$ cat src/hdl/lri_pkg.sv
// ----------------------------------------------------------------------------
// lri_pkg
// Shared widths, register codes and types for the linear-interpolation
// resampler.
// ----------------------------------------------------------------------------
package lri_pkg;

    // Sample and phase formats
    localparam int SAMPLE_BITS      = 24;
    localparam int FRAC_BITS        = 16;
    localparam int MAX_RATIO        = 16;
    localparam int IO_CHANNELS      = 4;
    localparam int CHANNELS_DEFAULT = 4;

    localparam int PHASE_ONE  = 1 << FRAC_BITS;
    localparam int PHASE_HALF = 1 << (FRAC_BITS - 1);
    localparam int PHASE_W    = $clog2(PHASE_ONE * (MAX_RATIO + 1));
    localparam int COUNT_W    = $clog2(MAX_RATIO);
    localparam int PROD_W     = SAMPLE_BITS + FRAC_BITS + 2;

    // Configuration registers
    localparam int STEP_BITS   = 21;
    localparam int CHCNT_BITS  = 3;
    localparam int NCH_W       = CHCNT_BITS + 1;
    localparam int CFG_INDEX_W = 1;
    localparam int CFG_DATA_W  = STEP_BITS;

    localparam logic [CFG_INDEX_W-1:0] CFG_STEP          = CFG_INDEX_W'(0);
    localparam logic [CFG_INDEX_W-1:0] CFG_CHANNEL_COUNT = CFG_INDEX_W'(1);

    localparam logic [STEP_BITS-1:0]  STEP_RESET  = STEP_BITS'(65536);
    localparam logic [CHCNT_BITS-1:0] CHCNT_RESET = CHCNT_BITS'(2);

    // Step clamp limits
    localparam int STEP_MIN = PHASE_ONE / MAX_RATIO;
    localparam int STEP_MAX = PHASE_ONE * MAX_RATIO;

    typedef logic signed [SAMPLE_BITS-1:0] sample_t;
    typedef logic [PHASE_W-1:0]            phase_t;
    typedef logic [FRAC_BITS-1:0]          frac_t;

    // Control that travels alongside one output frame through the lanes
    typedef struct packed {
        logic valid;
        logic last;
    } slot_t;

endpackage

$ cat src/hdl/lri_seq.sv
// ----------------------------------------------------------------------------
// lri_seq
// Phase sequencer: holds the previous and current frames and the phase, and
// issues one interpolation slot per advancing cycle while the phase is
// below one.
// ----------------------------------------------------------------------------
module lri_seq import lri_pkg::*;
#(
    parameter int CHANNELS = CHANNELS_DEFAULT
)
(
    input  logic                 clk,
    input  logic                 rst_n,
    input  logic                 in_fire,
    input  sample_t              in_frame [CHANNELS],
    input  logic [STEP_BITS-1:0] step,
    input  logic                 advance,
    output logic                 busy,
    output slot_t                issue,
    output frac_t                frac,
    output sample_t              prev_frame [CHANNELS],
    output sample_t              cur_frame [CHANNELS]
);

    logic               busy_reg;
    phase_t             phase_reg;
    logic [COUNT_W-1:0] count_reg;
    sample_t            prev_reg [CHANNELS];
    sample_t            cur_reg  [CHANNELS];

    phase_t step_eff;
    phase_t phase_sum;
    logic   issue_go;
    logic   last_now;
    logic   sum_over;

    // Clamp the step to the supported ratio range
    always_comb
    begin
        if (step < STEP_BITS'(STEP_MIN))
            step_eff = PHASE_W'(STEP_MIN);
        else if (step > STEP_BITS'(STEP_MAX))
            step_eff = PHASE_W'(STEP_MAX);
        else
            step_eff = PHASE_W'(step);
    end

    assign phase_sum = phase_reg + step_eff;
    assign sum_over  = (phase_sum >= PHASE_W'(PHASE_ONE));
    assign issue_go  = busy_reg && advance;
    assign last_now  = sum_over || (count_reg == COUNT_W'(MAX_RATIO - 1));

    // Advance the phase and run counter
    always_ff @(posedge clk or negedge rst_n)
    begin
        if (!rst_n)
        begin
            busy_reg  <= 1'b0;
            phase_reg <= PHASE_W'(PHASE_ONE);
            count_reg <= '0;
        end
        else if (in_fire)
        begin
            if (phase_reg >= PHASE_W'(PHASE_ONE))
                phase_reg <= phase_reg - PHASE_W'(PHASE_ONE);
            else
            begin
                busy_reg  <= 1'b1;
                count_reg <= '0;
            end
        end
        else if (issue_go)
        begin
            if (last_now)
            begin
                busy_reg  <= 1'b0;
                phase_reg <= sum_over ? phase_sum - PHASE_W'(PHASE_ONE) : phase_sum;
            end
            else
            begin
                phase_reg <= phase_sum;
                count_reg <= count_reg + COUNT_W'(1);
            end
        end
    end

    // Shift the frame history on each input transaction
    always_ff @(posedge clk or negedge rst_n)
    begin
        if (!rst_n)
        begin
            for (int i = 0; i < CHANNELS; i++)
            begin
                prev_reg[i] <= '0;
                cur_reg[i]  <= '0;
            end
        end
        else if (in_fire)
        begin
            for (int i = 0; i < CHANNELS; i++)
            begin
                prev_reg[i] <= cur_reg[i];
                cur_reg[i]  <= in_frame[i];
            end
        end
    end

    assign busy        = busy_reg;
    assign issue.valid = issue_go;
    assign issue.last  = last_now;
    assign frac        = phase_reg[FRAC_BITS-1:0];
    assign prev_frame  = prev_reg;
    assign cur_frame   = cur_reg;

endmodule

$ cat config.mk
export PLATFORM = sky130hd
export DESIGN_NAME = lri_seq
export DESIGN_NICKNAME = d
export VERILOG_FILES = /design/src/hdl/lri_pkg.sv /design/src/hdl/lri_seq.sv
export SDC_FILE = /design/constraint.sdc
export NUM_CORES = 1
export LEC_CHECK = 0
export CORE_MARGIN = 1
export CORE_UTILIZATION = 42
export CTS_BUF_LIST = sky130_fd_sc_hd__clkbuf_8
export CTS_CLUSTER_SIZE = 14
export DETAILED_ROUTE_END_ITERATION = 8
export DONT_BUFFER_PORTS = 1
export GPL_TIMING_DRIVEN = 1
export SYNTH_ARGS = -nofsm -noshare
export SYNTH_HDL_FRONTEND = slang
export SYNTH_SLANG_ARGS = --single-unit
$ cat constraint.sdc
create_clock -name clk -period 9.5 [get_ports clk]
set_clock_uncertainty 0.15 [all_clocks]
set_input_delay 1.9 -clock clk [delete_from_list [all_inputs] [get_ports clk]]
set_output_delay 1.9 -clock clk [all_outputs]
set_load 0.01 [all_outputs]
==> impl_metrics.toml <==
[clocking]
ctsHtreeMaxLevel = 2
clk_pin_slew_ns = 0.06
cts_buffer_depth = 3
post_cts_hold_buffer_count = 0
clock_sinks = 218
cts_tree = "yes"
numCtsBuffers = 38
cts-root-buf = "clkbuf_8"
post_cts.repair.setup_buffers = 0
post_cts_resize_count = 0
clk-insertion-delay-late_ns = 0.51

[die]
floorplan.die_area_sq_mm = 0.02412
die_h_microns = 155.3
core_region_area_sq_mm = 0.02285
floorplan.die.width_microns = 155.3
starting_utilization_of_the_core_area_pct = 43.21
placementRows = 55
number_of_top_level_pins = 332

[detailed_routing]
vias_per_cell = 5.543
wl_met3_mm = 2.052
route.vias.total = 5959
drt-pass1-iter-count = 4
drc_errors = 0
met2_length_mm = 11.60
routedWlPerCell_microns = 20.99
met1_length_mm = 8.461
drtIter0Drc = 320
drtAntennaViolNets = 0
postRouteWirelength_mm = 22.56
uppermost_routed_layer = "met4"

[grt]
initial_antenna_violation_count = 0
grt_pass1_wl_mm = 34.37
first_global_vias = 6310
global_route.usage.total_pct = 18.19
grt_start_max_net_pins = 219
globalRoute.totalOverflow = 0

[place]
pre_cts_slack_ns = 1.647
dp_cells = 1017
gp_congestion = 0.8897
place_hpwl_mm = 15.85
post_dp_cell_area_sq_mm = 0.009962
io_buffers = 0

[worst_setup_path]
critical_path.max_fanout = 12
start_kind = "primary input"
path_delay_family = "simple AND/OR/NAND/NOR gates"
ff2ff_path_depth = 11
r2r_setup_slack_ns = 5.87
arrival_worst_endpoint_ns = 5.83
critical_path.slowest_cell = "nor3_2"
crit_path_end_kind = "primary output"
critical-path-max-stage-delay_ns = 0.54
critPathBufInv = 2
crit_required_ns = 7.45
reg2reg_from = "phase_reg[0]$_DFFE_PN0P_"
worstPathCellList = "nor4_1 -> nand2_1 -> o21ai_0 -> o21a_1 -> and2_1 -> ha_1 -> inv_1 -> fa_1 -> nand2b_1 -> a211oi_2 -> nor2_1 -> o21a_1 -> o211a_1 -> nor3_2 -> and3_1 -> inv_1"
critical_path_class = "primary input to primary output"
critical_path.reg2reg.endpoint = "count_reg[1]$_DFFE_PN0P_"

[run]
max_cap_violations = 0

[power_and_ir_drop]
vdd.ir_drop.worst_uv = 107.3
cellLeakagePower_nw = 4.591
cell_area_power_density_mw_per_mm2 = 244.4
report.power.total_mw = 2.621

[synth]
number_of_storage_elements_in_the_synthesis_netlist = 218
synth_edf_count = 0
ys_types = 63
synthDominantAreaCellType = "dfrtp_1"
synthesis.area_per_instance_sq_um = 13.02
synth.cell_area_sq_mm = 0.009872
postSynth.topFlopCell = "dfrtp_1"
yosys_warnings = 0
share_of_the_yosys_chip_area_belonging_to_registers_pct = 55.27
area_share_of_the_largest_cell_type_after_synthesis_pct = 55.01
syn-instance-count = 758
synth_async_sr_flop_share_pct = 100.0
synth.area.top_cells = "dfrtp_1, mux2_2, ha_1"
synthesis.nets = 903

[sta]
tns_ns = 0
slew_headroom_pct = 57.29
hold_viol_final = 0
worst_pin_slew_ns = 0.6363
final-max-slew-violation-count = 0
final-setup-viol-count = 0
final.setup.worst_slack_ns = 1.625
layout_worst_path_cycle_share_pct = 82.90
grt_setup_unrepaired = "false"
holdWs_ns = 0.4249
fmax_mhz = 127.0
period_needed_ns = 7.875

[cells_and_area]
layout-area-overhead-vs-synth_pct = 8.619
fillers = 2072
diodes = 0
postLayoutCellArea_sq_mm = 0.01072
fraction_of_layout_instances_using_a_drive_strength_above_1_pct = 34.65
final_common_cell = "dfrtp_1"
instances_no_fill = 1075
postLayoutCoreUtil_pct = 46.93
final_cell_mix = "dfrtp_1, mux2_2, clkbuf_8"
num-nets-final = 889

[min_path]
worst_hold_path.endpoint = "count_reg[3]$_DFFE_PN0P_"
min_delay_worst_type = "flip-flop to flip-flop"
worstHoldStart = "count_reg[3]$_DFFE_PN0P_"
holdPathStages = 2

[run_status]
status = "complete, no violations"
-- worst max-delay path by stage --
| stage | start | to | slack, ns | depth (start not counted) |
|---|---|---|---|---|
| CTS | step[15] | issue[0] | 1.66 | 16 |
| floorplan | step[16] | issue[0] | 2.13 | 18 |
| global route | step[15] | issue[0] | 1.29 | 16 |
| finish | step[15] | issue[0] | 1.62 | 16 |
| global placement | step[15] | issue[0] | 1.79 | 16 |
| detailed placement | step[15] | issue[0] | 1.65 | 16 |
-- report_power, final --
part	switching [mW]	internal (mW)	leakage (nW)
Combinational	0.242	0.227	1.62
Sequential	0.217	1.07	2.57
Clock	0.365	0.501	0.404
Total	0.823	1.80	4.59
-- cells in the mapped netlist (all sizes together) (4+ instances only) --
| cell type | n |
|---|---|
| a211o | 4 |
| a211oi | 4 |
| a21o | 4 |
| a21oi | 27 |
| and2 | 16 |
| buf | 29 |
| clkbuf | 25 |
| dfrtp | 217 |
| ha | 23 |
| inv | 21 |
| mux2 | 192 |
| nand2 | 42 |
| nand3 | 10 |
| nand4 | 6 |
| nor2 | 18 |
| nor2b | 6 |
| nor3 | 7 |
| nor4 | 10 |
| o211ai | 6 |
| o21a | 8 |
| o21ai | 27 |
| xnor2 | 4 |
| xor2 | 10 |
-- tightest hold or removal path: stages, from the launching register on --
cell     delay, ns
dfrtp_1       0.41
nand2_1       0.07
mux2i_1       0.06
-- routing by layer --
metal	vias up	track usage, %
li1	2656	-
met1	3006	20.57
met2	258	31.66
met3	39	6.657
met4	0	6.256
met5	-	0
-- area by class of cell --
type                            instances  area, sq um  area share (%)
Sequential cell                       218         5456           50.89
Clock buffer                           44        605.6           5.648
Inverter                               21        78.83          0.7351
Multi-Input combinational cell        465         4035           37.63
Tap cell                              313        391.6           3.652
Clock inverter                         14        155.1           1.447
-- kinds of logic after synthesis --
family | synth area share [%]
simple gates | 6.679
compound gates | 7.554
buf+inv | 3.853
fa+ha+maj | 3.118
mux | 22.21
flops | 55.27
xor+xnor | 1.318
Power figures use the tool's default switching activity.
