===== config.mk =====
export PLATFORM = sky130hd
export DESIGN_NAME = lri_merge_flat
export DESIGN_NICKNAME = d
export VERILOG_FILES = /design/src/hdl/lri_pkg.sv /design/src/hdl/lri_if.sv /design/src/hdl/lri_merge.sv /design/src/flat_wrapper.sv
export SDC_FILE = /design/constraint.sdc
export NUM_CORES = 1
export LEC_CHECK = 0
export ABC_AREA = 1
export BUFFER_PORTS_ARGS = -buffer_cell sky130_fd_sc_hd__buf_2
export CAP_MARGIN = 20
export CORE_MARGIN = 2
export CORE_UTILIZATION = 46
export DETAILED_ROUTE_END_ITERATION = 7
export PLACE_DENSITY = 0.8
export SKIP_LAST_GASP = 1
export SLEW_MARGIN = 10
export SYNTH_ARGS = -nofsm -noshare
export SYNTH_HDL_FRONTEND = slang
export SYNTH_SLANG_ARGS = --single-unit

===== constraint.sdc =====
create_clock -name clk -period 1 [get_ports clk]
set_clock_uncertainty 0.1 [all_clocks]
set_input_delay 0.1 -clock clk [delete_from_list [all_inputs] [get_ports clk]]
set_output_delay 0.1 -clock clk [all_outputs]
set_load 0.02 [all_outputs]

===== src/hdl/lri_pkg.sv =====
// ----------------------------------------------------------------------------
// lri_pkg
// Shared widths, register codes and types for the linear-interpolation
// resampler.
// ----------------------------------------------------------------------------
package lri_pkg;

    // Sample and phase formats
    localparam int SAMPLE_BITS      = 24;
    localparam int FRAC_BITS        = 16;
    localparam int MAX_RATIO        = 16;
    localparam int IO_CHANNELS      = 4;
    localparam int CHANNELS_DEFAULT = 4;

    localparam int PHASE_ONE  = 1 << FRAC_BITS;
    localparam int PHASE_HALF = 1 << (FRAC_BITS - 1);
    localparam int PHASE_W    = $clog2(PHASE_ONE * (MAX_RATIO + 1));
    localparam int COUNT_W    = $clog2(MAX_RATIO);
    localparam int PROD_W     = SAMPLE_BITS + FRAC_BITS + 2;

    // Configuration registers
    localparam int STEP_BITS   = 21;
    localparam int CHCNT_BITS  = 3;
    localparam int NCH_W       = CHCNT_BITS + 1;
    localparam int CFG_INDEX_W = 1;
    localparam int CFG_DATA_W  = STEP_BITS;

    localparam logic [CFG_INDEX_W-1:0] CFG_STEP          = CFG_INDEX_W'(0);
    localparam logic [CFG_INDEX_W-1:0] CFG_CHANNEL_COUNT = CFG_INDEX_W'(1);

    localparam logic [STEP_BITS-1:0]  STEP_RESET  = STEP_BITS'(65536);
    localparam logic [CHCNT_BITS-1:0] CHCNT_RESET = CHCNT_BITS'(2);

    // Step clamp limits
    localparam int STEP_MIN = PHASE_ONE / MAX_RATIO;
    localparam int STEP_MAX = PHASE_ONE * MAX_RATIO;

    typedef logic signed [SAMPLE_BITS-1:0] sample_t;
    typedef logic [PHASE_W-1:0]            phase_t;
    typedef logic [FRAC_BITS-1:0]          frac_t;

    // Control that travels alongside one output frame through the lanes
    typedef struct packed {
        logic valid;
        logic last;
    } slot_t;

endpackage


===== src/hdl/lri_if.sv =====


interface lri_out_if import lri_pkg::*;
();
    logic    valid;
    logic    ready;
    sample_t out_ch0;
    sample_t out_ch1;
    sample_t out_ch2;
    sample_t out_ch3;
    logic    last_of_run;

    modport source (output valid, input ready,
                    output out_ch0, output out_ch1, output out_ch2,
                    output out_ch3, output last_of_run);
    modport sink   (input valid, output ready,
                    input out_ch0, input out_ch1, input out_ch2,
                    input out_ch3, input last_of_run);
endinterface



===== src/hdl/lri_merge.sv =====
// ----------------------------------------------------------------------------
// lri_merge
// Output stage: gathers the lane results into one frame, zeroes the channels
// not in use and holds the frame until the sink takes it.
// ----------------------------------------------------------------------------
module lri_merge import lri_pkg::*;
#(
    parameter int CHANNELS = CHANNELS_DEFAULT
)
(
    input  logic             clk,
    input  logic             rst_n,
    input  logic             advance,
    input  slot_t            slot,
    input  sample_t          lane_y [CHANNELS],
    input  logic [NCH_W-1:0] nch,
    lri_out_if.source        out_ch
);

    logic    valid_reg;
    logic    last_reg;
    sample_t data_reg [IO_CHANNELS];
    sample_t data_next [IO_CHANNELS];

    // Select lane results for the channels in use
    for (genvar j = 0; j < IO_CHANNELS; j++)
    begin : g_sel
        if (j < CHANNELS)
        begin : g_lane
            assign data_next[j] = (NCH_W'(j) < nch) ? lane_y[j] : '0;
        end
        else
        begin : g_zero
            assign data_next[j] = '0;
        end
    end

    // Hold the output valid
    always_ff @(posedge clk or negedge rst_n)
    begin
        if (!rst_n)
            valid_reg <= 1'b0;
        else if (advance)
            valid_reg <= slot.valid;
    end

    // Load the output frame
    always_ff @(posedge clk)
    begin
        if (advance && slot.valid)
        begin
            last_reg <= slot.last;
            for (int j = 0; j < IO_CHANNELS; j++)
                data_reg[j] <= data_next[j];
        end
    end

    assign out_ch.valid       = valid_reg;
    assign out_ch.last_of_run = last_reg;
    assign out_ch.out_ch0     = data_reg[0];
    assign out_ch.out_ch1     = data_reg[1];
    assign out_ch.out_ch2     = data_reg[2];
    assign out_ch.out_ch3     = data_reg[3];

endmodule


===== src/flat_wrapper.sv =====
// flat-port wrapper written by rule: the top's interface ports become plain ports
module lri_merge_flat import lri_pkg::*;
#(
    parameter int CHANNELS = CHANNELS_DEFAULT
)
  (clk, rst_n, advance, slot, lane_y, nch, out_ch_valid, out_ch_ready, out_ch_out_ch0, out_ch_out_ch1, out_ch_out_ch2, out_ch_out_ch3, out_ch_last_of_run);
  lri_out_if out_ch_i ();
  input  logic clk;
  input  logic rst_n;
  input  logic advance;
  input  slot_t slot;
  input  sample_t lane_y[CHANNELS];
  input  logic [NCH_W-1:0] nch;
  output wire logic [$bits(out_ch_i.valid)-1:0] out_ch_valid;
  input wire logic [$bits(out_ch_i.ready)-1:0] out_ch_ready;
  output wire logic [$bits(out_ch_i.out_ch0)-1:0] out_ch_out_ch0;
  output wire logic [$bits(out_ch_i.out_ch1)-1:0] out_ch_out_ch1;
  output wire logic [$bits(out_ch_i.out_ch2)-1:0] out_ch_out_ch2;
  output wire logic [$bits(out_ch_i.out_ch3)-1:0] out_ch_out_ch3;
  output wire logic [$bits(out_ch_i.last_of_run)-1:0] out_ch_last_of_run;
  assign out_ch_valid = out_ch_i.valid;
  assign out_ch_i.ready = out_ch_ready;
  assign out_ch_out_ch0 = out_ch_i.out_ch0;
  assign out_ch_out_ch1 = out_ch_i.out_ch1;
  assign out_ch_out_ch2 = out_ch_i.out_ch2;
  assign out_ch_out_ch3 = out_ch_i.out_ch3;
  assign out_ch_last_of_run = out_ch_i.last_of_run;
  lri_merge #(.CHANNELS(CHANNELS)) u_core (.clk(clk), .rst_n(rst_n), .advance(advance), .slot(slot), .lane_y(lane_y), .nch(nch), .out_ch(out_ch_i));
endmodule

==> results.ini, run 1 <==
[min_path]
hold_end = u_core.out_ch.valid
hold_path.class = in -> reg
hold_depth = 2
holdCritStartpoint = advance

[floorplanning]
rows = 33
coreArea_mm2 = 0.00813
die_area_mm2 = 0.00904
start_util_pct = 46.9
io_pins = 204
die_h_um = 95.1
die_w_um = 95.1

[synth]
ys.flop_type = edfxtp_1
yosys.area_share.adder_pct = 0
yosys_warnings = 0
synth_top_family_by_area = compound AO/OA/AOI/OAI gates
synth-compound-area-share_pct = 12.7
netlist_top_cells_count = edfxtp_1 (97), inv_1 (50), a21boi_0 (33)
synthSimpleGateAreaFrac_pct = 2.89
netlist_area_mm2 = 0.00381
synth_nets = 372
synth-edff-count = 97
postSynth.asyncResetShare_pct = 1.02
synth-seq-cells = 98
ys_types = 14
synthMuxAreaShare_pct = 0
ys_seq_area_share_pct = 77.0
synth_area_leaders = edfxtp_1 (76%), a21boi_0 (6.5%), inv_1 (4.9%), a21oi_1 (3.1%), a21boi_1 (3.0%)
yosysTopAreaCellShare_pct = 76.4
syn_avg_cell_area_um2 = 14.3
post-synth-top-count-cell = edfxtp_1
synth_top_cell_by_area = edfxtp_1
synthXorXnorAreaFrac_pct = 0
syn_inst = 266

[global_route]
grt_pass1_vias = 3107
grt_util_all_layers_pct = 21.6
gr-total-overflow = 0
grt_pass1_wl_mm = 14.6
grt_max_degree = 52
antenna_found_initial = 0

[critical_path]
cp_top_family = flip-flops
crit_fanout = 1
critPathKind = reg -> out
arrival_ns = 0.94
rr_endpoint = u_core.out_ch.valid
endpoint_kind = primary output
crit_start = u_core.data_reg[3][10]
path_buf_inv = 1
rrSetupSlack_ns = 0.14
r2r_cells = 3
worstPathRequired_ns = 0.80
slowest_delay_ns = 0.41
r2r_start = u_core.out_ch.valid
crit_path_top_delay_cell = edfxtp_1
worstSetupStartpointType = flip-flop
cp_cell_sequence = buf_2

[finish]
final_cells = 658
largest_reg_flops = 96
stdcell_area_mm2 = 0.00646
final_nets = 654
syn_to_final_growth_pct = 69.3
drive_gt1_share_pct = 41.2
fillCellCount = 449
antennaDiodeCount = 0

[sta]
fin_crit_sh_pct = 114
fmax_mhz = 877
period_needed_ns = 1.14
fin_setup_tns_ns = -7.95
slew_viol_final = 0
fin_ws_ns = -0.140
finalHoldViolCount = 1
rsz0062_at_grt = yes
whs_ns = -0.0478
setup_viol = 98
tightest_slew_ns = 0.344
relSlewSlack_pct = 77.0

[placed_design]
dpl.cell_count = 564
placed_area_mm2 = 0.00502
io_buffers = 202
dp_hpwl_mm = 6.08
post-place-ws_ns = -0.147
place_congestion = 0.725

[route]
drc = 0
ant_nets = 0
num_vias = 3089
wirelength_mm = 10.4
routedWlPerCell_um = 15.7
drt_iter0_markers = 114
viasPerCell = 4.69
drt_first_pass_iters = 4

[cts]
postCtsHoldBufs = 77
clk_path_buf_depth = 2
htreeDepth = 3
clock_sinks = 98
cts_root_buf = clkbuf_8
cts_tree = built
clk_pin_slew_worst_paths_ns = 0.10
numCtsBuffers = 9
clk_latency_ns = 0.34

[power]
irDropWorstVdd_v = 0.00106
leakage_nw = 2.82
total_power_mw = 9.44
p_per_area_mw_per_mm2 = 1460

[run]
drv_cap = 0

[outcome]
failed_checks = negative hold slack, negative setup slack
status = complete, but fails checks

==> layout by cell type, fill, tap and decap left out, drive strengths merged <==
cell         synthesis  routed
a21boi              48      48
clkbuf               2      11
nand2                2       2
a21oi               24      24
bufinv               0       2
buf                 14     210
dfrtp                1       1
clkinvlp             0       3
o21ai                1       1
inv                 51      50
clkinv               0       1
edfxtp              97      97
nor2                26      26
dlygate4sd3          0      77
==> repair_timing <==
action | in CTS | in global routing
gates resized for setup | 52 | 93
setup buffers | 0 | 1
endpoints found under the setup margin | 98 | 98
endpoints found under the hold margin | 77 | 1
==> area by class of cell <==
| class | instances | area (um^2) | area share (%) |
|---|---|---|---|
| Sequential cell | 98 | 2940 | 45.5 |
| Timing Repair Buffer | 287 | 2370 | 36.7 |
| Multi-Input combinational cell | 101 | 617 | 9.55 |
| Inverter | 51 | 195 | 3.02 |
| Clock buffer | 11 | 131 | 2.03 |
| Tap cell | 105 | 131 | 2.03 |
| Clock inverter | 5 | 78.8 | 1.22 |
==> layer usage <==
layer  global-route usage [%]  up-vias  routed length (um)
li1                         -     1471                   -
met1                     23.3     1447                3550
met2                     40.3      149                5780
met3                     5.53       22                 761
met4                     8.21        0                 266
met5                        0        -                   0
==> worst max path at each step <==
| stage | slack, ns | to | depth (start not counted) |
|---|---|---|---|
| 2_1_floorplan | -1.05 | u_core.data_reg[0][0] | 2 |
| 3_3_place_gp | -0.11 | u_core.data_reg[0][23] | 4 |
| 3_5_place_dp | -0.15 | u_core.data_reg[2][2] | 4 |
| 4_1_cts | -0.13 | out_ch_out_ch2[2] | 1 |
| 5_1_grt | -0.17 | out_ch_out_ch3[10] | 1 |
| 6_report | -0.14 | out_ch_out_ch3[10] | 1 |
==> cell families (layout without fill, tap and decap cells) <==
logic type | Yosys count | in the layout
buffers and inverters | 67 | 354
AO/OA/AOI/OAI | 73 | 73
AND/OR/NAND/NOR | 28 | 28
flip-flops | 98 | 98
==> power breakdown <==
group / internal, mW / switching, mW / leakage (nW)
Combinational: 0.908 / 0.867 / 1.82
Sequential: 4.85 / 0.121 / 0.902
Clock: 1.40 / 1.28 / 0.0972
==> stage by stage <==
stage | utilization [%] | hold WS, ns
5_1_grt | 79.4 | -0.0454
3_5_place_dp | 61.7 | -0.224
3_3_place_gp | 61.7 | -0.226
6_report | 79.4 | -0.0478
2_1_floorplan | - | -0.296
4_1_cts | 75.8 | -0.0587
(Power assumes the default switching activity.)
==> inputs of run 2 (changes only) <==
CORE_UTILIZATION = 48   (was 46)
PLACE_DENSITY = 0.83   (was 0.8)
==> results.ini, run 2 (synthesis gave the netlist of run 1 again) <==
[outcome]
status = complete, but fails checks
failed_checks = negative setup slack

[critical_path]
crit_start = u_core.data_reg[1][21]
endpoint_kind = primary output
crit_path_top_delay_cell = edfxtp_1
path_buf_inv = 1
r2r_start = u_core.out_ch.valid
worstSetupStartpointType = flip-flop
rr_endpoint = u_core.out_ch.valid
crit_fanout = 1
cp-endpoint = out_ch_out_ch1[21]
cp_cell_sequence = buf_6
arrival_ns = 0.96
cp_top_family = flip-flops
r2r_cells = 4
worstPathRequired_ns = 0.80
slowest_delay_ns = 0.45
cp.depth = 1
rrSetupSlack_ns = -0.06
critPathKind = reg -> out

[sta]
fmax_mhz = 862
finalHoldViolCount = 0
rsz0062_at_grt = yes
fin_crit_sh_pct = 116
fin_setup_tns_ns = -8.94
slew_viol_final = 0
tightest_slew_ns = 0.249
relSlewSlack_pct = 83.4
fin_ws_ns = -0.161
period_needed_ns = 1.16
setup_viol = 99

[finish]
mostFrequentLayoutCell = buf_2
antennaDiodeCount = 0
final_nets = 653
final_cells = 653
drive_gt1_share_pct = 41.7
layout_common_cells = buf_2 (126), edfxtp_1 (97), buf_6 (76)
largest_reg_flops = 96
stdcell_area_mm2 = 0.00646
fin_util_pct = 83.6
syn_to_final_growth_pct = 69.4

[cts]
clk_path_buf_depth = 2
clock_sinks = 98
cts_root_buf = clkbuf_8
cts_tree = built
htreeDepth = 3
clk_latency_ns = 0.34
numCtsBuffers = 9
clk_pin_slew_worst_paths_ns = 0.09

[power]
p_per_area_mw_per_mm2 = 1470
irDropWorstVdd_v = 0.00112
leakage_nw = 2.83

[floorplanning]
rows = 32
coreArea_mm2 = 0.00773
die_w_um = 93.2
io_pins = 204
die_h_um = 93.2
start_util_pct = 49.4
die_area_mm2 = 0.00868

[global_route]
grt_pass1_wl_mm = 15.6
antenna_found_initial = 0
gr-total-overflow = 0
grt_util_all_layers_pct = 23.9
grt_pass1_vias = 3199
grt_max_degree = 54

[placed_design]
dp_hpwl_mm = 6.21
io_buffers = 202
place_congestion = 0.745
dpl.cell_count = 564
placed_area_mm2 = 0.00505

[route]
routedWlPerCell_um = 17.6
drt_iter0_markers = 169
wirelength_mm = 11.5
drt_first_pass_iters = 4
top_layer = met4
num_vias = 3184
ant_nets = 0
wl_met1_mm = 4.00
viasPerCell = 4.88
wl_met3_um = 878
drc = 0
wl_met2_mm = 6.39

[run]
drv_cap = 0

[min_path]
hold_path.class = in -> reg

run 2: cell count changes in the layout (fill, tap and decap cells not counted):
cell and delta:
buf_12 +1, buf_2 -4, buf_4 +3, buf_6 +4
clkinv_1 +1, clkinvlp_4 -2, dlygate4sd3_1 -5
run 2: repair_timing:
action	CTS	global route
hold buffers	70	2
endpoints found under the hold margin	70	1
gates resized for setup	42	112
buffers inserted	1	1
setup endpoints to repair	98	98
run 2: metrics by stage:
| stage | power, mW | setup slack, ns | hold slack, ns |
|---|---|---|---|
| after detailed placement | 6.31 | -0.162 | -0.221 |
| after global routing | 9.80 | -0.196 | 0.00402 |
| after CTS | 9.21 | -0.193 | -0.0402 |
| after global placement | 6.26 | -0.100 | -0.224 |
| final | 9.47 | -0.161 | 0.00167 |
| after floorplan | 5.71 | -1.05 | -0.296 |
run 2: how the worst min path moves through the flow:
stage | from | to | slack, ns | cells after the start
6_report | lane_y[34] | u_core.data_reg[2][10] | 0.002 | 2
5_1_grt | lane_y[81] | u_core.data_reg[0][9] | 0.004 | 3
4_1_cts | advance | u_core.out_ch.valid | -0.04 | 2
3_5_place_dp | rst_n | u_core.out_ch.valid | -0.22 | 1
3_3_place_gp | rst_n | u_core.out_ch.valid | -0.22 | 1
2_1_floorplan | rst_n | u_core.out_ch.valid | -0.30 | 0
run 2: power breakdown:
group          switching [mW]  total [mW]  internal (mW)
logic                   0.889        1.81          0.925
clock network            1.28        2.67           1.38
registers               0.141        4.99           4.85
run 2: final cells by class:
type | instances | area, um^2
sequential | 98 | 2940
timing repair buffer | 286 | 2380
clock buffer | 11 | 131
clock inverter | 4 | 67.6
fill | 375 | 1270
tap | 102 | 128
multi-input combinational | 101 | 617
inverter | 51 | 195
run 2: per-layer routing:
layer | up-vias | track usage (%)
met3 | 22 | 6.04
met2 | 174 | 45.5
met5 | - | 0
li1 | 1474 | -
met4 | 0 | 7.11
met1 | 1514 | 26.1
