### src/hdl/lri_pkg.sv
// ----------------------------------------------------------------------------
// lri_pkg
// Shared widths, register codes and types for the linear-interpolation
// resampler.
// ----------------------------------------------------------------------------
package lri_pkg;

    // Sample and phase formats
    localparam int SAMPLE_BITS      = 24;
    localparam int FRAC_BITS        = 16;
    localparam int MAX_RATIO        = 16;
    localparam int IO_CHANNELS      = 4;
    localparam int CHANNELS_DEFAULT = 4;

    localparam int PHASE_ONE  = 1 << FRAC_BITS;
    localparam int PHASE_HALF = 1 << (FRAC_BITS - 1);
    localparam int PHASE_W    = $clog2(PHASE_ONE * (MAX_RATIO + 1));
    localparam int COUNT_W    = $clog2(MAX_RATIO);
    localparam int PROD_W     = SAMPLE_BITS + FRAC_BITS + 2;

    // Configuration registers
    localparam int STEP_BITS   = 21;
    localparam int CHCNT_BITS  = 3;
    localparam int NCH_W       = CHCNT_BITS + 1;
    localparam int CFG_INDEX_W = 1;
    localparam int CFG_DATA_W  = STEP_BITS;

    localparam logic [CFG_INDEX_W-1:0] CFG_STEP          = CFG_INDEX_W'(0);
    localparam logic [CFG_INDEX_W-1:0] CFG_CHANNEL_COUNT = CFG_INDEX_W'(1);

    localparam logic [STEP_BITS-1:0]  STEP_RESET  = STEP_BITS'(65536);
    localparam logic [CHCNT_BITS-1:0] CHCNT_RESET = CHCNT_BITS'(2);

    // Step clamp limits
    localparam int STEP_MIN = PHASE_ONE / MAX_RATIO;
    localparam int STEP_MAX = PHASE_ONE * MAX_RATIO;

    typedef logic signed [SAMPLE_BITS-1:0] sample_t;
    typedef logic [PHASE_W-1:0]            phase_t;
    typedef logic [FRAC_BITS-1:0]          frac_t;

    // Control that travels alongside one output frame through the lanes
    typedef struct packed {
        logic valid;
        logic last;
    } slot_t;

endpackage

### src/hdl/lri_lane.sv
// ----------------------------------------------------------------------------
// lri_lane
// One channel of the interpolator: multiply the frame difference by the
// phase fraction, then round half up and add back the previous sample.
// ----------------------------------------------------------------------------
module lri_lane import lri_pkg::*;
(
    input  logic    clk,
    input  logic    en,
    input  sample_t prev,
    input  sample_t cur,
    input  frac_t   frac,
    output sample_t y
);

    logic signed [PROD_W-1:0]      prod_reg;
    sample_t                       base_reg;
    sample_t                       y_reg;

    logic signed [SAMPLE_BITS:0]   diff;
    logic signed [PROD_W-1:0]      prod_next;
    logic signed [PROD_W-1:0]      rnd;
    logic signed [PROD_W-1:0]      quo;
    logic signed [SAMPLE_BITS+1:0] y_next;

    assign diff      = $signed({cur[SAMPLE_BITS-1], cur}) -
                       $signed({prev[SAMPLE_BITS-1], prev});
    assign prod_next = diff * $signed({1'b0, frac});

    // Stage one: product and base sample
    always_ff @(posedge clk)
    begin
        if (en)
        begin
            prod_reg <= prod_next;
            base_reg <= prev;
        end
    end

    // Round half up toward plus infinity, then add the base
    assign rnd    = prod_reg + $signed(PROD_W'(PHASE_HALF));
    assign quo    = rnd >>> FRAC_BITS;
    assign y_next = $signed({{2{base_reg[SAMPLE_BITS-1]}}, base_reg}) +
                    $signed(quo[SAMPLE_BITS+1:0]);

    // Stage two: lane result
    always_ff @(posedge clk)
    begin
        if (en)
            y_reg <= y_next[SAMPLE_BITS-1:0];
    end

    assign y = y_reg;

endmodule

### config.mk
export PLATFORM = sky130hd
export DESIGN_NAME = lri_lane
export DESIGN_NICKNAME = d
export VERILOG_FILES = /design/src/hdl/lri_pkg.sv /design/src/hdl/lri_lane.sv
export SDC_FILE = /design/constraint.sdc
export NUM_CORES = 1
export LEC_CHECK = 0
export ABC_AREA = 1
export ABC_CLOCK_PERIOD_IN_PS = 7850
export BUFFER_PORTS_ARGS = -buffer_cell sky130_fd_sc_hd__buf_2
export CORE_MARGIN = 3
export CORE_UTILIZATION = 25
export CTS_BUF_LIST = sky130_fd_sc_hd__clkbuf_8
export DETAILED_ROUTE_END_ITERATION = 6
export SETUP_SLACK_MARGIN = 0.2
export SYNTH_ARGS = -nofsm -noshare
export SYNTH_HDL_FRONTEND = slang
export SYNTH_SLANG_ARGS = --single-unit
### constraint.sdc
create_clock -name clk -period 7.85 [get_ports clk]
set_clock_uncertainty 0.05 [all_clocks]
set_input_delay 0.3925 -clock clk [delete_from_list [all_inputs] [get_ports clk]]
set_output_delay 0.3925 -clock clk [all_outputs]
set_load 0.05 [all_outputs]
==> results.ini, run 1 <==
[status]
status = finished clean

[yosys]
synth.net_count = 3091
synth_top_area_cell = fa_1
synth_cell_types = 54
synth_top_area_share_pct = 37.4
ys_warn_count = 0
synth-seq-cells = 73
synth.cell_area_um2 = 20000
ys_seq_area_share_pct = 11.0
synthCells = 2507
synth_area_per_cell_um2 = 7.96
ys_top_cells_by_area = fa_1 37%, inv_1 12%, edfxtp_1 11%
synthFlopType = edfxtp_1
postSynth.asyncResetShare_pct = 0
synth_edf_count = 73

[global_route]
grt_pass1_vias = 17200
grt_max_degree = 74
gr-usage-all-layers_pct = 15.4
grt.overflow.total = 0
grt_antenna_before_repair = 2
grt_pass1_wl_um = 97700

[final_layout]
num_antenna_cells = 0
final_common_cell = inv_1
nets = 3217
largest_register_ffs = 25
syn2layout_area_growth_pct = 11.9
multi_input_area_um2 = 15200
fillers = 8433
mostFrequentLayoutCells = 645 x inv_1, 423 x nand2_1, 373 x fa_1, 294 x nor2_1, 141 x ha_1
drive_gt1_share_pct = 9.59
regArea_um2 = 2190

[route]
post_drt_wl_per_cell_um = 17.3
vias = 16600
routed_wl_um = 63500
route.met2.wl_um = 28600
dr.pass1.iters = 5
wl_met1_um = 27200
drc = 0
top_layer = met5
via_per_inst = 4.51
drt_iter0_markers = 1140
met3_length_um = 5220
ant_nets = 0

[timing]
setup_viol = 0
setup_tns_ns = 0
slew_headroom_pct = 32.9
slew_violations = 0
rsz0062_at_grt = no
tightest_slew_ns = 1.00
finalCriticalPeriod_ns = 7.31
post-route-period-util_pct = 93.1
hold_viol_final = 0
max_clock_freq_mhz = 137

[clock_tree]
clock-root-buffer = clkbuf_8
cts_buffers = 9
clk_pin_slew_worst_paths_ns = 0.09
cts_tree = done
clock_sinks = 73
insertion_delay_ns = 0.37
cts_hold_buffers = 0
cts_buffer_depth = 2
h-tree-depth = 3

[worst_setup_path]
end_kind = flop
path_common_cell = fa_1
cp_max_fo = 11
crit_slowest_cell = fa_1
critPathRequiredTime_ns = 7.90
critPathBufInv = 7
start_kind = input pin
cpLargestDelayFamily = adder cells
cp.arrival_ns = 7.36
path_class = input pin to flop
reg2reg_from = prod_reg[15]
max_stage_delay_ns = 0.54
cp-startpoint = prev[2]

[flow_run]
drv_cap = 0

[hold_path]
min-delay-start = prev[8]
hold_class = input pin to flop

[floorplan]
die_x_um = 289
core_area_um2 = 78200
start_util_pct = 25.5
ios = 90
die_y_um = 289
placement_rows = 102
die-area_um2 = 83300

[placement]
io_buffers = 89
post-dp-hpwl_um = 55000
gp_congestion = 0.965

## per-layer routing
| layer | vias to the layer above | track usage [%] |
|---|---|---|
| met2 | 600 | 24.9 |
| met5 | - | 0 |
| met3 | 118 | 3.11 |
| met1 | 8152 | 20.4 |
| met4 | 4 | 5.24 |
| li1 | 7730 | - |
## logic make-up (layout without fill, tap and decap cells)
kind of cell	after synthesis	after routing	synth area share (%)
and+or+nand+nor	941	941	19.8
buffers and inverters	708	839	13.5
adders and majority gates	518	518	46.5
AOI/OAI and AO/OA	182	182	5.25
xor gates and xnor gates	85	85	3.97
DFF	73	73	11.0
## Yosys cell counts (5+ instances only)
library cell and n:
inv_1 645, nand2_1 424, fa_1 373, nor2_1 295
ha_1 145, nand3_1 128, a21oi_1 79, edfxtp_1 73
xor2_1 63, o21ai_0 52, clkbuf_1 36, nor3_1 21
xnor2_1 17, nand2_2 15, a21o_1 13, nand4_1 12
or2_2 12, a31oi_1 10, buf_2 9, o21bai_1 7
or2_1 7, nor4_1 6, inv_2 5
## timing repair
action | CTS | global route
resized for setup | 0 | 20
endpoints found under the hold margin | 0 | 0
setup endpoints to repair | 0 | 18
buffers inserted | 0 | 0
## final cells by class
cell class                 instances  share of cell area [%]
clock inverter                     7                   0.241
tap                             1040                    5.82
timing repair buffer             169                    4.75
clock buffer                       9                   0.554
inverter                         654                    11.0
multi-input combinational       1726                    67.8
sequential                        73                    9.81
## metrics by stage
stage / utilization, % / setup WS, ns / hold slack [ns] / instances / instance area [um2]
after global placement: 28.2 / -0.0284 / 0.535 / 3662 / 22100
final: 28.6 / 0.545 / 0.165 / 3678 / 22300
after floorplan: - / 0.858 / 0.441 / 2507 / 20000
after detailed placement: 28.2 / -0.0640 / 0.545 / 3662 / 22100
after CTS: 28.5 / 0.349 / 0.147 / 3678 / 22300
after global routing: 28.6 / 0.202 / 0.146 / 3678 / 22300
## final timing paths
check,cells past startpoint,slack (ns),endpoint
setup / recovery,30,0.54,prod_reg[22]
hold / removal,1,0.16,base_reg[8]
setup reg to reg,17,4.40,y[19]
hold reg to reg,1,0.59,y[0]
Power of run 1 is left out: the tool's default activity adds up to more than one toggle a clock period on the data nets, which glitch-free logic cannot reach.
==> run 2: changes to the inputs <==
Settings changed: ABC_AREA 1 to 0.
==> results.ini, run 2 <==
[worst_setup_path]
cp.arrival_ns = 8.01  ; +0.65 ns
end_kind = flop
crit_slowest_cell = fa_1
path_common_cell = fa_1
cp_max_fo = 4  ; -7
path_class = input pin to flop
max_stage_delay_ns = 0.53  ; about the same
start_kind = input pin
rrSetupSlack_ns = 3.67  ; -0.73 ns
critPathRequiredTime_ns = 7.93  ; +0.03 ns

[yosys]
synth_top_area_share_pct = 40.5  ; +3.1 points
synthFlopType = edfxtp_1
synth_edf_count = 73  ; unchanged
synth.cell_area_um2 = 18400  ; -7.6%
synthCells = 1974  ; -21%
synth_cell_types = 67  ; +24%
ys_seq_area_share_pct = 11.9  ; +0.90 points
synth_most_common_cell = inv_1
ys_warn_count = 0  ; unchanged
postSynth.asyncResetShare_pct = 0  ; unchanged
synth_commonest_cells = 492 x inv_1, 373 x fa_1, 234 x nand2_1
synth.net_count = 2558  ; -17%
synth_area_per_cell_um2 = 9.34  ; +17%
ys_top_cells_by_area = fa_1 40%, edfxtp_1 12%, inv_1 10%
synth-seq-cells = 73  ; unchanged
synth_top_area_cell = fa_1

[route]
post_drt_wl_per_cell_um = 14.9  ; -14%
drt_iter0_markers = 690  ; -39%
routed_wl_um = 47600  ; -25%
dr.pass1.iters = 5  ; unchanged
vias = 13600  ; -18%
via_per_inst = 4.27  ; -5.5%
drc = 0  ; unchanged
ant_nets = 0  ; unchanged

[final_layout]
multi_input_area_um2 = 14700  ; -2.8%
final_common_cell = inv_1
drive_gt1_share_pct = 19.2  ; +9.6 points
syn2layout_area_growth_pct = 20.9
fillers = 7592  ; -10%
nets = 2818  ; -12%
mostFrequentLayoutCells = 482 x inv_1, 364 x fa_1, 229 x nand2_1, 212 x buf_4, 163 x and2_1
regArea_um2 = 2190  ; unchanged
largest_register_ffs = 25  ; unchanged

[flow_run]
drv_cap = 0  ; unchanged

[placement]
io_buffers = 89  ; unchanged
gp_congestion = 0.830  ; -14%
post-dp-hpwl_um = 39900  ; -27%

[global_route]
grt_antenna_before_repair = 10  ; +8
grt_pass1_vias = 14600  ; -15%
gr-usage-all-layers_pct = 12.7  ; -2.7 points
grt_pass1_wl_um = 77500  ; -21%
grt_max_degree = 74  ; unchanged
grt.overflow.total = 0  ; unchanged

[floorplan]
die_x_um = 278  ; -3.8%
die-area_um2 = 77100  ; -7.4%
start_util_pct = 25.5  ; about the same
core_area_um2 = 72300  ; -7.5%
placement_rows = 98  ; -3.9%
die_y_um = 278  ; -3.8%
ios = 90  ; unchanged

[clock_tree]
cts_tree = done
insertion_delay_ns = 0.38  ; about the same
clock-root-buffer = clkbuf_8
h-tree-depth = 3  ; unchanged
cts_buffer_depth = 2  ; unchanged
cts_buffers = 9  ; unchanged
clk_pin_slew_worst_paths_ns = 0.07  ; -0.02 ns
cts_hold_buffers = 0  ; unchanged
clock_sinks = 73  ; unchanged

[timing]
slew_violations = 0  ; unchanged
rsz0062_at_grt = yes
slew_headroom_pct = 33.5  ; +0.56 points
hold_viol_final = 0  ; unchanged
fin_ws_ns = -0.0868  ; -0.631 ns
hold_slack_ns = 0.154  ; -0.0106 ns
max_clock_freq_mhz = 126  ; -8.0%
tightest_slew_ns = 0.998  ; -0.00727 ns
setup_viol = 6  ; +6
post-route-period-util_pct = 101  ; +8.0 points
finalCriticalPeriod_ns = 7.94  ; +0.631 ns

[hold_path]
hold_class = input pin to flop

[status]
status = complete, but fails checks
violations = negative setup slack

[run 2: cell types whose count changed after synthesis, moves of 60 or more]
cell,change
and2_1,+169
inv_1,-153
nand2_1,-190
nand3_1,-111
nor2_1,-247
xnor2_1,+60
[run 2: path summary, 6_finish.rpt]
kind / from / endpoint / cells after the start
worst max-delay path: cur[0] / prod_reg[39] / 34
worst min-delay path: prev[3] / base_reg[3] / 1
worst max register to register: prod_reg[15] / y[23] / 14
worst min register to register: base_reg[0] / y[0] / 1
[run 2: through the flow]
| step | setup TNS (ns) | instance area, um2 | util, % | setup slack [ns] | instances |
|---|---|---|---|---|---|
| 2_1_floorplan | 0 | 18800 | - | 0.116 | 1974 |
| 3_3_place_gp | -8.14 | 21600 | 29.9 | -0.696 | 3149 |
| 3_5_place_dp | -8.96 | 21600 | 29.9 | -0.769 | 3149 |
| 4_1_cts | -0.143 | 21900 | 30.3 | -0.0518 | 3172 |
| 5_1_grt | -2.92 | 22300 | 30.8 | -0.322 | 3191 |
| 6_report | -0.290 | 22300 | 30.8 | -0.0868 | 3193 |
[run 2: cell type report]
type	count	area share, %
multi-input combinational	1347	66.0
sequential	73	9.83
timing repair buffer	311	9.75
inverter	492	8.31
tap	950	5.33
clock buffer	9	0.555
clock inverter	6	0.129
antenna	5	0.0561
[run 2: layer usage]
metal  global-route usage (%)  part of all wire (%)
met5                        0                  0.11
met2                     21.8                    48
met3                     1.79                   4.8
met4                     2.83                   1.6
met1                     16.9                    45
[run 2: cells by family (layout without fill, tap and decap cells)]
kind of cell / count (synthesis) / after routing / share of synthesized area [%]
flops: 73 / 73 / 11.9
xor+xnor: 102 / 102 / 4.84
fa+ha+maj: 523 / 523 / 50.6
compound gates: 155 / 155 / 6.02
other cells: 0 / 5 / 0
simple gates: 567 / 567 / 15.3
buf+inv: 554 / 818 / 11.4
[run 2: worst max-delay path: cells and delay by family]
family	cells	cell delay [ns]
AO/OA/AOI/OAI	9	1.99
buffers and inverters	8	0.64
adder cells (fa/ha/maj)	9	3.64
AND/OR/NAND/NOR	6	1.06
XOR/XNOR	2	0.27
[run 2: repair_timing]
action                     CTS  global route
pin swaps                   18            66
resized for setup           25            52
cloned                       1             0
buffers inserted             7            16
setup endpoints to repair   16            20
Power of run 2 is left out for the same reason.
==> run 3: changes to the inputs <==
Settings changed: ABC_CLOCK_PERIOD_IN_PS 7850 to 10100, CELL_PAD_IN_SITES_DETAIL_PLACEMENT from default to 1, CELL_PAD_IN_SITES_GLOBAL_PLACEMENT from default to 2, PLACE_DENSITY_LB_ADDON from default to 0.1.
Clock period 7.85 ns to 10.1 ns, I/O delays scaled along.
==> results.ini, run 3 (synthesized netlist as in run 2, its figures left out) <==
[status]
status = finished clean

[final_layout]
instances_no_fill = 3001  ; -6.0%
fin_area_um2 = 20300  ; -9.1%
largest_register_ffs = 25  ; unchanged
final_common_cell = inv_1
mostFrequentLayoutCells = 492 x inv_1, 373 x fa_1, 234 x nand2_1, 170 x and2_1, 145 x ha_1
syn2layout_area_growth_pct = 9.85
nets = 2629  ; -6.7%
drive_gt1_share_pct = 7.56  ; -12 points

[floorplan]
die_y_um = 278  ; unchanged
die-area_um2 = 77100  ; unchanged
start_util_pct = 25.5  ; unchanged
ios = 90  ; unchanged
core_area_um2 = 72300  ; unchanged
die_x_um = 278  ; unchanged
placement_rows = 98  ; unchanged

[worst_setup_path]
crit_slowest_cell = xnor2_1
reg2reg_depth = 16  ; +2
path_class = input pin to flop
cp.arrival_ns = 9.18  ; +1.17 ns
start_kind = input pin
cp_max_fo = 9  ; +5
path_common_cell = fa_1
max_stage_delay_ns = 0.93  ; +0.40 ns
critPathRequiredTime_ns = 10.20  ; +2.27 ns
end_kind = flop

[clock_tree]
cts_hold_buffers = 0  ; unchanged
cts_setup_buffers = 0  ; -7
clk_pin_slew_worst_paths_ns = 0.09  ; +0.02 ns
cts_buffer_depth = 2  ; unchanged
cts_buffers = 9  ; unchanged
post_cts_resized = 0  ; -100%
insertion_delay_ns = 0.40  ; +0.02 ns
h-tree-depth = 3  ; unchanged
clock_sinks = 73  ; unchanged
cts_tree = done
clock-root-buffer = clkbuf_8

[route]
dr.pass1.iters = 4  ; -1
via_per_inst = 4.34  ; +1.7%
post_drt_wl_per_cell_um = 18.9  ; +27%
drt_iter0_markers = 386  ; -44%
ant_nets = 0  ; unchanged
drc = 0  ; unchanged
routed_wl_um = 56800  ; +19%
vias = 13000  ; -4.4%

[timing]
slew_headroom_pct = 20.1  ; -13 points
hold_viol_final = 0  ; unchanged
tightest_slew_ns = 1.19  ; +0.193 ns
max_clock_freq_mhz = 110
fin_ws_ns = 1.02  ; +1.11 ns
post-route-period-util_pct = 89.9
setup_viol = 0  ; -6
slew_violations = 0  ; unchanged
setup_tns_ns = 0  ; +0.290 ns
rsz0062_at_grt = no
finalCriticalPeriod_ns = 9.08

[placement]
dp_cells = 2984  ; -5.2%
post-dp-hpwl_um = 46300  ; +16%
io_buffers = 89  ; unchanged
pre_cts_ws_ns = 0.388  ; +1.16 ns
gp_congestion = 0.755  ; -9.0%
placed_area_um2 = 20100  ; -7.0%

[global_route]
grt.overflow.total = 0  ; unchanged
grt_max_degree = 74  ; unchanged
grt_pass1_wl_um = 92100  ; +19%
gr-usage-all-layers_pct = 15.4  ; +2.8 points
grt_antenna_before_repair = 1  ; -9
grt_pass1_vias = 15600  ; +6.6%

[flow_run]
drv_cap = 0  ; unchanged

[hold_path]
hold_class = input pin to flop
hold_depth = 1  ; unchanged

run 3: per-layer routing:
| layer | vias up | share of wire (%) | GRT usage (%) |
|---|---|---|---|
| met4 | 0 | 1.3 | 2.68 |
| met1 | 6814 | 49 | 21.7 |
| met3 | 32 | 1.9 | 1.02 |
| met2 | 126 | 48 | 26.5 |
| li1 | 6053 | - | - |
| met5 | - | 0 | 0 |
run 3: final cells by class:
type                    count  area [um2]
multi-input cells        1347       14200
repair buffers            122         696
flip-flops and latches     73        2190
well taps                 950        1190
fillers                  8351       52100
inverters                 492        1850
diodes                      1        2.50
clock buffers               9         124
clock inverters             7        60.1
run 3: worst max-delay path, delay by kind of cell:
family                     cells  cell delay (ns)
adders and majority gates      9             4.02
AOI/OAI and AO/OA             10             1.95
and+or+nand+nor                5             1.39
xor gates and xnor gates       2             1.07
buffers and inverters          4             0.25
run 3: metrics by stage:
step	hold slack, ns	util [%]
3_5_place_dp	0.511	27.8
6_report	0.253	28.0
3_3_place_gp	0.520	27.8
4_1_cts	0.219	28.0
2_1_floorplan	0.476	-
5_1_grt	0.221	28.0
run 3: path summary, 6_finish.rpt:
kind	start	end	slack [ns]
worst max-delay path	prev[0]	prod_reg[39]	1.02
worst min-delay path	prev[23]	base_reg[23]	0.25
worst max register to register	prod_reg[17]	y[23]	6.01
worst min register to register	base_reg[0]	y[0]	0.53
Power of run 3 is left out for the same reason.
